File: config.mk
export PLATFORM = sky130hd
export DESIGN_NAME = ber_tag_length_parser
export DESIGN_NICKNAME = d
export VERILOG_FILES = /design/src/rtl/btlp_pkg.sv /design/src/rtl/btlp_in_reg.sv /design/src/rtl/btlp_decoder.sv /design/src/rtl/ber_tag_length_parser.sv
export SDC_FILE = /design/constraint.sdc
export NUM_CORES = 1
export LEC_CHECK = 0
export BUFFER_PORTS_ARGS = -buffer_cell sky130_fd_sc_hd__buf_4
export CAP_MARGIN = 30
export CORE_MARGIN = 2
export CORE_UTILIZATION = 45
export DETAILED_ROUTE_END_ITERATION = 7
export GPL_TIMING_DRIVEN = 0
export SETUP_SLACK_MARGIN = 0.4
export SYNTH_ARGS = -nofsm -noshare
export SYNTH_HDL_FRONTEND = slang
export SYNTH_HIERARCHICAL = 1
export SYNTH_SLANG_ARGS = --single-unit
File: constraint.sdc
create_clock -name clk -period 6.18 [get_ports clk]
set_clock_uncertainty 0.1 [all_clocks]
set_input_delay 0.309 -clock clk [delete_from_list [all_inputs] [get_ports clk]]
set_output_delay 0.309 -clock clk [all_outputs]
set_load 0.03 [all_outputs]
File: src/rtl/btlp_pkg.sv
`timescale 1ns / 1ps
// Shared types and constants for the BER tag and length header parser.
// No dependencies; used by every module under rtl.
package btlp_pkg;

	localparam int TAG_W              = 28;
	localparam int LEN_W              = 32;
	localparam int MAX_TAG_GROUPS_DEF = 4;
	localparam int MAX_LEN_OCTETS_DEF = 4;

	localparam logic [7:0] CLASS_MASK = 8'hC0;
	localparam logic [7:0] CONS_MASK  = 8'h20;
	localparam logic [4:0] HIGH_TAG   = 5'h1F;
	localparam logic [TAG_W-1:0] SEQUENCE_TAG = TAG_W'(16);

	typedef enum logic [1:0] {
		PH_IDLE,
		PH_HIGH_TAG,
		PH_LEN_FIRST,
		PH_LEN_MORE
	} phase_t;

	typedef enum logic [2:0] {
		ST_HEADER   = 3'd0,
		ST_EOC      = 3'd1,
		ST_END      = 3'd2,
		ST_OVERRUN  = 3'd3,
		ST_BAD_ID   = 3'd4,
		ST_TOO_LONG = 3'd5
	} status_t;

	typedef struct packed {
		logic [7:0] octet;
		logic       buffer_end;
	} item_t;

	typedef struct packed {
		status_t          status;
		logic [1:0]       tag_class;
		logic             constructed;
		logic [TAG_W-1:0] tag_number;
		logic [LEN_W-1:0] content_length;
		logic             indefinite;
	} result_t;

	typedef struct packed {
		logic item_valid;
		logic out_busy;
	} dec_ctl_in_t;

	typedef struct packed {
		logic advance;
		logic emit;
	} dec_ctl_out_t;

endpackage

File: src/rtl/btlp_in_reg.sv
`timescale 1ns / 1ps
// Input register for the header parser: holds one accepted octet request.
// Depends on btlp_pkg.
module btlp_in_reg (
	input  logic           clk,
	input  logic           arst_n,
	input  logic           in_valid,
	output logic           in_ready,
	input  btlp_pkg::item_t in_item,
	input  logic           advance,
	output logic           valid_s1,
	output btlp_pkg::item_t item_s1
);
	import btlp_pkg::*;

	assign in_ready = !valid_s1 || advance;

	always_ff @(posedge clk or negedge arst_n) begin
		if (!arst_n) begin
			valid_s1 <= 1'b0;
		end else if (in_ready) begin
			valid_s1 <= in_valid;
		end
	end

	always_ff @(posedge clk) begin
		if (in_valid && in_ready) begin
			item_s1 <= in_item;
		end
	end

endmodule

File: src/rtl/btlp_decoder.sv
`timescale 1ns / 1ps
// Header decode step and parser state registers for one octet per cycle
// unless a result waits and the octet would emit one. Depends on btlp_pkg.
module btlp_decoder #(
	parameter int MAX_TAG_GROUPS = btlp_pkg::MAX_TAG_GROUPS_DEF,
	parameter int MAX_LEN_OCTETS = btlp_pkg::MAX_LEN_OCTETS_DEF
) (
	input  logic                   clk,
	input  logic                   arst_n,
	input  btlp_pkg::dec_ctl_in_t  ctl_in,
	input  btlp_pkg::item_t        item,
	input  logic                   require_sequence,
	output btlp_pkg::dec_ctl_out_t ctl_out,
	output btlp_pkg::result_t      res
);
	import btlp_pkg::*;

	localparam int GW = $clog2(MAX_TAG_GROUPS + 1);
	localparam int LW = $clog2(MAX_LEN_OCTETS + 1);

	phase_t           phase_q, phase_d;
	logic             id_zero_q, id_zero_d;
	logic [1:0]       class_q, class_d;
	logic             cons_q, cons_d;
	logic [TAG_W-1:0] tag_q, tag_d;
	logic [GW-1:0]    groups_q, groups_d;
	logic [LEN_W-1:0] len_q, len_d;
	logic [LW-1:0]    left_q, left_d;

	logic             emit;
	logic             bare;
	status_t          bare_status;
	logic [LEN_W-1:0] hdr_len;
	logic             hdr_indef;
	logic [GW-1:0]    groups_inc;
	logic [LW-1:0]    left_dec;
	logic [LEN_W-1:0] len_shift;
	logic [6:0]       n_octets;
	logic             not_sequence;

	assign groups_inc   = groups_q + GW'(1);
	assign left_dec     = (left_q != '0) ? left_q - LW'(1) : left_q;
	assign len_shift    = {len_q[LEN_W-9:0], item.octet};
	assign n_octets     = item.octet[6:0];
	assign not_sequence = (class_q != 2'd0) || !cons_q || (tag_q != SEQUENCE_TAG);

	always_comb begin
		phase_d     = phase_q;
		id_zero_d   = id_zero_q;
		class_d     = class_q;
		cons_d      = cons_q;
		tag_d       = tag_q;
		groups_d    = groups_q;
		len_d       = len_q;
		left_d      = left_q;
		emit        = 1'b0;
		bare        = 1'b0;
		bare_status = ST_END;
		hdr_len     = '0;
		hdr_indef   = 1'b0;

		if (phase_q == PH_IDLE) begin
			if (item.buffer_end) begin
				emit        = 1'b1;
				bare        = 1'b1;
				bare_status = ST_END;
			end else begin
				class_d   = item.octet[7:6];
				cons_d    = |(item.octet & CONS_MASK);
				id_zero_d = (item.octet == 8'd0);
				groups_d  = '0;
				if (item.octet[4:0] == HIGH_TAG) begin
					tag_d   = '0;
					phase_d = PH_HIGH_TAG;
				end else begin
					tag_d   = TAG_W'(item.octet[4:0]);
					phase_d = PH_LEN_FIRST;
				end
			end
		end else if (item.buffer_end) begin
			emit        = 1'b1;
			bare        = 1'b1;
			bare_status = ST_OVERRUN;
		end else begin
			case (phase_q)
				PH_HIGH_TAG: begin
					if (tag_q[TAG_W-1:TAG_W-7] != 7'd0) begin
						emit        = 1'b1;
						bare        = 1'b1;
						bare_status = ST_TOO_LONG;
					end else begin
						tag_d    = {tag_q[TAG_W-8:0], item.octet[6:0]};
						groups_d = groups_inc;
						if (item.octet[7]) begin
							if (groups_inc >= GW'(MAX_TAG_GROUPS)) begin
								emit        = 1'b1;
								bare        = 1'b1;
								bare_status = ST_TOO_LONG;
							end
						end else begin
							phase_d = PH_LEN_FIRST;
						end
					end
				end
				PH_LEN_FIRST: begin
					if (id_zero_q && item.octet == 8'd0) begin
						emit        = 1'b1;
						bare        = 1'b1;
						bare_status = ST_EOC;
					end else if (!item.octet[7]) begin
						emit    = 1'b1;
						hdr_len = LEN_W'(n_octets);
					end else if (n_octets == 7'd0) begin
						emit      = 1'b1;
						hdr_indef = 1'b1;
					end else if (n_octets > 7'(MAX_LEN_OCTETS)) begin
						emit        = 1'b1;
						bare        = 1'b1;
						bare_status = ST_TOO_LONG;
					end else begin
						len_d   = '0;
						left_d  = n_octets[LW-1:0];
						phase_d = PH_LEN_MORE;
					end
				end
				PH_LEN_MORE: begin
					if (len_q[LEN_W-1:LEN_W-8] != 8'd0) begin
						emit        = 1'b1;
						bare        = 1'b1;
						bare_status = ST_TOO_LONG;
					end else begin
						len_d  = len_shift;
						left_d = left_dec;
						if (left_dec == '0) begin
							emit      = 1'b1;
							hdr_len   = len_shift;
							hdr_indef = (len_shift == '0);
						end
					end
				end
				default: begin
					phase_d = PH_IDLE;
				end
			endcase
		end

		if (emit) begin
			phase_d = PH_IDLE;
		end
	end

	always_comb begin
		if (bare) begin
			res.status = bare_status;
			if (require_sequence && (bare_status == ST_EOC || bare_status == ST_END)) begin
				res.status = ST_BAD_ID;
			end
			res.tag_class      = '0;
			res.constructed    = 1'b0;
			res.tag_number     = '0;
			res.content_length = '0;
			res.indefinite     = 1'b0;
		end else begin
			res.status         = (require_sequence && not_sequence) ? ST_BAD_ID : ST_HEADER;
			res.tag_class      = class_q;
			res.constructed    = cons_q;
			res.tag_number     = tag_q;
			res.content_length = hdr_len;
			res.indefinite     = hdr_indef;
		end
	end

	assign ctl_out.emit    = ctl_in.item_valid && emit;
	assign ctl_out.advance = ctl_in.item_valid && (!emit || !ctl_in.out_busy);

	always_ff @(posedge clk or negedge arst_n) begin
		if (!arst_n) begin
			phase_q   <= PH_IDLE;
			id_zero_q <= 1'b0;
			class_q   <= '0;
			cons_q    <= 1'b0;
			tag_q     <= '0;
			groups_q  <= '0;
			len_q     <= '0;
			left_q    <= '0;
		end else if (ctl_out.advance) begin
			phase_q   <= phase_d;
			id_zero_q <= id_zero_d;
			class_q   <= class_d;
			cons_q    <= cons_d;
			tag_q     <= tag_d;
			groups_q  <= groups_d;
			len_q     <= len_d;
			left_q    <= left_d;
		end
	end

endmodule

File: src/rtl/ber_tag_length_parser.sv
`timescale 1ns / 1ps
// Top level of the BER tag and length header parser: input register,
// decoder, configuration register and result register. Depends on btlp_pkg,
// btlp_in_reg and btlp_decoder.
//
// Takes one octet request per clock cycle, but for the stall named below,
// and emits at most one result per header once the header ends (normally,
// at an error, or at a buffer end marker). After its last octet is
// accepted, a result passes through the input register, then the result
// register. The per-octet decode is a single short pass over the header
// state, so a result waiting in the result register stalls input only when
// the next octet would itself produce a result. require_sequence is written
// through its own port, which is always ready, and must be changed only
// while the parser is idle.
module ber_tag_length_parser #(
	parameter int MAX_TAG_GROUPS = btlp_pkg::MAX_TAG_GROUPS_DEF,
	parameter int MAX_LEN_OCTETS = btlp_pkg::MAX_LEN_OCTETS_DEF
) (
	input  logic                       clk,
	input  logic                       arst_n,
	input  logic                       cfg_valid,
	output logic                       cfg_ready,
	input  logic                       require_sequence,
	input  logic                       in_valid,
	output logic                       in_ready,
	input  logic [7:0]                 octet,
	input  logic                       buffer_end,
	output logic                       out_valid,
	input  logic                       out_ready,
	output logic [2:0]                 status,
	output logic [1:0]                 tag_class,
	output logic                       constructed,
	output logic [btlp_pkg::TAG_W-1:0] tag_number,
	output logic [btlp_pkg::LEN_W-1:0] content_length,
	output logic                       indefinite
);
	import btlp_pkg::*;

	logic         req_seq_q;
	logic         valid_s1;
	item_t        in_item;
	item_t        item_s1;
	dec_ctl_in_t  dec_in;
	dec_ctl_out_t dec_out;
	result_t      res;
	result_t      res_q;
	logic         out_valid_q;

	assign cfg_ready          = 1'b1;
	assign in_item.octet      = octet;
	assign in_item.buffer_end = buffer_end;

	always_ff @(posedge clk or negedge arst_n) begin
		if (!arst_n) begin
			req_seq_q <= 1'b0;
		end else if (cfg_valid && cfg_ready) begin
			req_seq_q <= require_sequence;
		end
	end

	btlp_in_reg u_in_reg (
		.clk      (clk),
		.arst_n   (arst_n),
		.in_valid (in_valid),
		.in_ready (in_ready),
		.in_item  (in_item),
		.advance  (dec_out.advance),
		.valid_s1 (valid_s1),
		.item_s1  (item_s1)
	);

	assign dec_in.item_valid = valid_s1;
	assign dec_in.out_busy   = out_valid_q && !out_ready;

	btlp_decoder #(
		.MAX_TAG_GROUPS (MAX_TAG_GROUPS),
		.MAX_LEN_OCTETS (MAX_LEN_OCTETS)
	) u_decoder (
		.clk              (clk),
		.arst_n           (arst_n),
		.ctl_in           (dec_in),
		.item             (item_s1),
		.require_sequence (req_seq_q),
		.ctl_out          (dec_out),
		.res              (res)
	);

	always_ff @(posedge clk or negedge arst_n) begin
		if (!arst_n) begin
			out_valid_q <= 1'b0;
		end else if (dec_out.advance && dec_out.emit) begin
			out_valid_q <= 1'b1;
		end else if (out_ready) begin
			out_valid_q <= 1'b0;
		end
	end

	always_ff @(posedge clk) begin
		if (dec_out.advance && dec_out.emit) begin
			res_q <= res;
		end
	end

	assign out_valid      = out_valid_q;
	assign status         = res_q.status;
	assign tag_class      = res_q.tag_class;
	assign constructed    = res_q.constructed;
	assign tag_number     = res_q.tag_number;
	assign content_length = res_q.content_length;
	assign indefinite     = res_q.indefinite;

endmodule

* Word-level counts from Yosys, hierarchy flattened *
Cells that the tools add are included.

word-level totals
  flip-flop bits (word level) = 151
  input port bits = 15
  output and inout port bits = 70
  word-level logic and storage cells = 168

cells by class
  add/subtract/negate cells = 2
  magnitude comparators = 2
  equal/unequal tests = 21
  multiplexer cells = 87
  bitwise gates (word level) = 2
  reduce and logical (&&, ||, !) cells = 35

operator list
  cell                                                                  count
  32-bit 2-to-1 mux                                                     10
  28-bit 2-to-1 mux                                                     5
  32-bit one-hot mux with 2 select lines                                2
  3-bit 2-to-1 mux                                                      23
  67-bit 2-to-1 mux                                                     1
  32-bit zero test                                                      1
  28-bit by 5-bit != test with 1-bit output, second input constant      1
  1-bit 2-to-1 mux                                                      27
  4-bit by 2-bit != test with 1-bit output, second input constant       6
  2-bit 2-to-1 mux                                                      11
  9-bit AND reduction                                                   2
  2-bit != test, second input constant                                  5
  3-bit one-hot mux with 3 select lines                                 1
  1-bit logical AND                                                     8
  8-bit zero test                                                       1
  2-bit nonzero test                                                    4
  8-bit nonzero test                                                    1
  7-bit by 3-bit > comparator with 1-bit output, second input constant  1
  7-bit zero test                                                       1
  7-bit 2-to-1 mux                                                      1
  7-bit nonzero test                                                    1
  1-bit one-hot mux with 3 select lines                                 2
  2-bit one-hot mux with 3 select lines                                 1
  3-bit one-hot mux with 2 select lines                                 1
  21 further kinds                                                      32

* Depth between registers and ports, before layout *
  word-level depth = 13
  mapped depth = 10

* Cells and area by module *
Netlist, hierarchy kept.

modules (own cells, without submodules)
  module                 instances  cells each  area an instance (um^2)  sequential area each (um^2)
  btlp_decoder           1          394         4,093.9                  1,801.7
  ber_tag_length_parser  1          75          2,105.8                  2,062.0
  btlp_in_reg            1          13          324.1                    295.3

* Worst setup path after synthesis *
OpenSTA, ideal clock, no wires.

  kind = flip-flop to flip-flop
  start point = register, netlist name u_in_reg/item_s1[7]
  end point = register res_q (netlist bit constructed), enable pin
  library setup time = 0.378 ns
  arrival time = 2.586 ns
  required time = 5.702 ns
  setup slack = 3.116 ns
  stages on the path, launching flop included = 7
  clock period less this slack = 3.064 ns
  cells stage by stage = edfxtp_1 -> or4_4 -> o41ai_4 -> o2111ai_2 -> o21ai_4 -> and2_1 -> and2_4

RTL lines
  element               RTL line                      source
  to (signal assigned)  ber_tag_length_parser.sv:100  res_q <= res;
  to (decl)             ber_tag_length_parser.sv:46   result_t res_q;

==> results.yml <==
run_status:
  result_of_the_run: "complete, no violations"
cts:
  max-clock-path-buffers: 2
  cell_at_the_root_of_the_clock_tree: "clkbuf_16"
  clock_tree.htree_level_count: 4
  clkTransAtPathRegs_ps: 60
  numCtsBuffers: 17
  post_cts.resized_instances: 0
  cts_tree: "done"
  clock_latency_ps: 420
  clkSinkCount: 151
drt:
  avgViaCountPerCell: 5.29
  totalWireLength_mm: 13.9
  firstDrtPassIters: 5
  met2RoutedLength_mm: 6.57
  met1_length_mm: 6.46
  routed.top_layer: "met4"
  total_via_count_after_detailed_routing: 4197
  drtIter0Drc: 380
  routed_wire_length_per_instance_um: 17.6
  postRouteAntennaNets: 0
  drt_drc_violations_left: 0
  detailroute.wirelength.met3_um: 757
logic_synthesis:
  synth_top_cells_by_area: "edfxtp_1 (35%), dfrtp_1 (29%), and2_1 (5.9%)"
  synth_simple_gate_area_share_pct: 16.4
  synth_unique_cells: 60
  postSynthNetCount: 505
  main_flop_type_after_synthesis: "edfxtp_1"
  yosys.area_share.adder_pct: 1.53
  syn_area_um2: 6520
  ys_ff_latch: 151
  synthDominantAreaCellType: "edfxtp_1"
  synth_top_area_share_pct: 35.0
  synth_area_per_cell_um2: 13.5
  post_synth_edffs: 76
  syn-instance-count: 482
  synth.yosys.warnings: 6
  synth_top_family_by_area: "simple AND/OR/NAND/NOR gates"
  synth_compound_area_share_pct: 9.21
  synth_async_reset_ratio_pct: 49.7
  synth.yosys.seq_area_share_pct: 63.8
  synth_xor_area_share_pct: 0.134
  post_synth_mux_area_share_pct: 5.93
worst_setup_path:
  r2r_end: "tag_number[22]$_DFFE_PP_"
  reg2reg_slack_ps: 2590
  setup.worst_path.start_class: "flip-flop"
  timing.reg2reg.worst_path_depth: 6
  critical_path_arrival_ps: 3530
  cp.required_ps: 6120
  critical_path_class: "flip-flop to flip-flop"
  worstReg2RegStart: "u_in_reg/item_s1[7]$_DFFE_PP_"
  critical_path.max_fanout: 68
  critPathCaptureType: "flip-flop"
power:
  worst_ir_drop_vdd_v: 0.000197
  report.power.total_w: 0.00344
  power_per_cell_area_nw_per_um2: 426
  power_leakage_nw: 3.47
floorplanning:
  initial_core_utilization_pct: 45.4
  core_region_area_um2: 14400
  rows: 44
  die_y_um: 124
  die_area_um2: 15500
  die_w_um: 124
  pin_count: 85
layout:
  num_antenna_cells: 0
  area_growth_pct: 23.8
  share_of_cells_above_drive_strength_1_pct: 23.2
  nNetsFinal: 619
  layout_commonest_cell: "buf_4"
  final_design_utilization_pct: 56.2
  layout_common_cells: "buf_4 (84), edfxtp_1 (76), dfrtp_1 (75)"
grt:
  grt_antenna_before_repair: 0
  gr-usage-all-layers_pct: 19.2
  global_route_wire_length_before_repair_mm: 23.0
  pin_count_of_the_biggest_net_entering_global_routing: 76
  overflow: 0
  grt_pass1_vias: 4249
worst_hold_path:
  min_delay_path_depth: 2
  hold-path-endpoint: "req_seq_q$_DFFE_PN0P_"
  hp-start: "require_sequence"
  hp-class: "input pin to flip-flop"
sta:
  timing_hold_violations_final: 0
  fin_setup_tns_ps: 0
  fmax_mhz: 279
  worst_slew_pin_slew_ps: 994
  timing.final.max_slew_violations: 0
  fin_crit_sh_pct: 58.0
  grt_setup_unrepaired: "no"
  setup_viol: 0
  maxSlewHeadroom_pct: 33.4
  finalCriticalPeriod_ps: 3590
placement:
  total_half_perimeter_wirelength_after_legalization_and_detailed_placement_mm: 9.65
  place.port_buffers: 83
  gp_congestion: 0.910
flow_run:
  cap_violations: 0
## what timing repair did
action                                 CTS  global route
hold buffers                            11             0
endpoints found under the hold margin   85             0
buffers inserted                         0             0
## kinds of logic (layout without fill, tap and decap cells)
kind of cell / after synthesis / in the layout
simple gates: 179 / 179
flops: 151 / 151
compound gates: 69 / 69
buf+inv: 38 / 165
mux: 35 / 35
fa+ha+maj: 8 / 8
other cells: 1 / 1
xor+xnor: 1 / 1
## through the flow
stage,hold slack (ps),setup slack (ps),area [um2],std cells
final,18.6,2590,8080,793
after global routing,7.91,2420,8080,793
after CTS,2.16,2590,8050,792
after detailed placement,386,2620,7380,749
after global placement,382,2640,7380,749
after floorplan,-86.6,3120,6520,482
## how the worst max path moves through the flow
stage	startpoint	slack, ps	cells after the start	end
finish	u_in_reg/item_s1[7]$_DFFE_PP_	2590	6	tag_number[22]$_DFFE_PP_
detailed placement	u_in_reg/item_s1[7]$_DFFE_PP_	2620	6	tag_number[26]$_DFFE_PP_
global placement	u_in_reg/item_s1[7]$_DFFE_PP_	2640	6	tag_number[20]$_DFFE_PP_
CTS	u_in_reg/item_s1[7]$_DFFE_PP_	2590	6	tag_number[26]$_DFFE_PP_
global route	u_decoder/left_q[0]$_DFFE_PN0P_	2420	9	content_length[16]$_DFFE_PP_
floorplan	u_in_reg/item_s1[7]$_DFFE_PP_	3120	6	constructed$_DFFE_PP_
## synth_stat cells, drive strengths merged, types with 2 or more instances
| master | number |
|---|---|
| edfxtp | 76 |
| dfrtp | 75 |
| and2 | 64 |
| a22o | 32 |
| mux2 | 29 |
| nor2b | 23 |
| nand2 | 21 |
| inv | 16 |
| nor2 | 16 |
| nor4 | 15 |
| buf | 11 |
| clkbuf | 11 |
| ha | 8 |
| nor3 | 8 |
| mux2i | 6 |
| nand3 | 6 |
| a21oi | 5 |
| nand4 | 5 |
| o21ai | 5 |
| a211oi | 4 |
| nand2b | 4 |
| or4 | 4 |
| a211o | 3 |
| a21boi | 3 |
| a31oi | 2 |
| and3 | 2 |
| nor3b | 2 |
| nor4b | 2 |
| o21a | 2 |
| o22a | 2 |
| o2bb2ai | 2 |
| o31ai | 2 |
| or3 | 2 |
## worst max-delay path, cell delays in order (launching register included)
cell and delay (ps):
edfxtp_1 530, or4_4 630, o41ai_4 410, o2111ai_2 260
o21ai_4 300, and2_1 190, and2_4 730
## where the power goes
part / internal [W] / total, W / switching [W]
clock: 0.000533 / 0.000958 / 0.000425
combinational: 0.000399 / 0.00102 / 0.000618
sequential: 0.00131 / 0.00146 / 0.000157
total: 0.00224 / 0.00344 / 0.00120
## per-layer routing
metal / track usage (%) / vias up
met5: 0 / -
met1: 26.7 / 2048
met4: 6.15 / 0
met3: 5.54 / 15
met2: 29.2 / 131
li1: - / 2003
## state kept, by name (all words and copies together), names as in the netlist, 2 cells and up
name,flops
u_decoder/phase_q,2
u_decoder/groups_q,3
u_in_reg/item_s1,9
u_decoder/class_q,2
content_length,32
u_decoder/left_q,3
u_decoder/len_q,32
tag_class,2
tag_number,28
u_decoder/tag_q,28
status,3
## area by class of cell
| class | instances | area [um2] |
|---|---|---|
| Fill cell | 1222 | 6290 |
| Sequential cell | 151 | 4160 |
| Multi-Input combinational cell | 293 | 2170 |
| Timing Repair Buffer | 95 | 761 |
| Clock buffer | 18 | 439 |
| Tap cell | 184 | 230 |
| Buffer | 22 | 135 |
| Clock inverter | 14 | 121 |
| Inverter | 16 | 60.1 |
No activity file was read; power rests on OpenSTA's default activity.
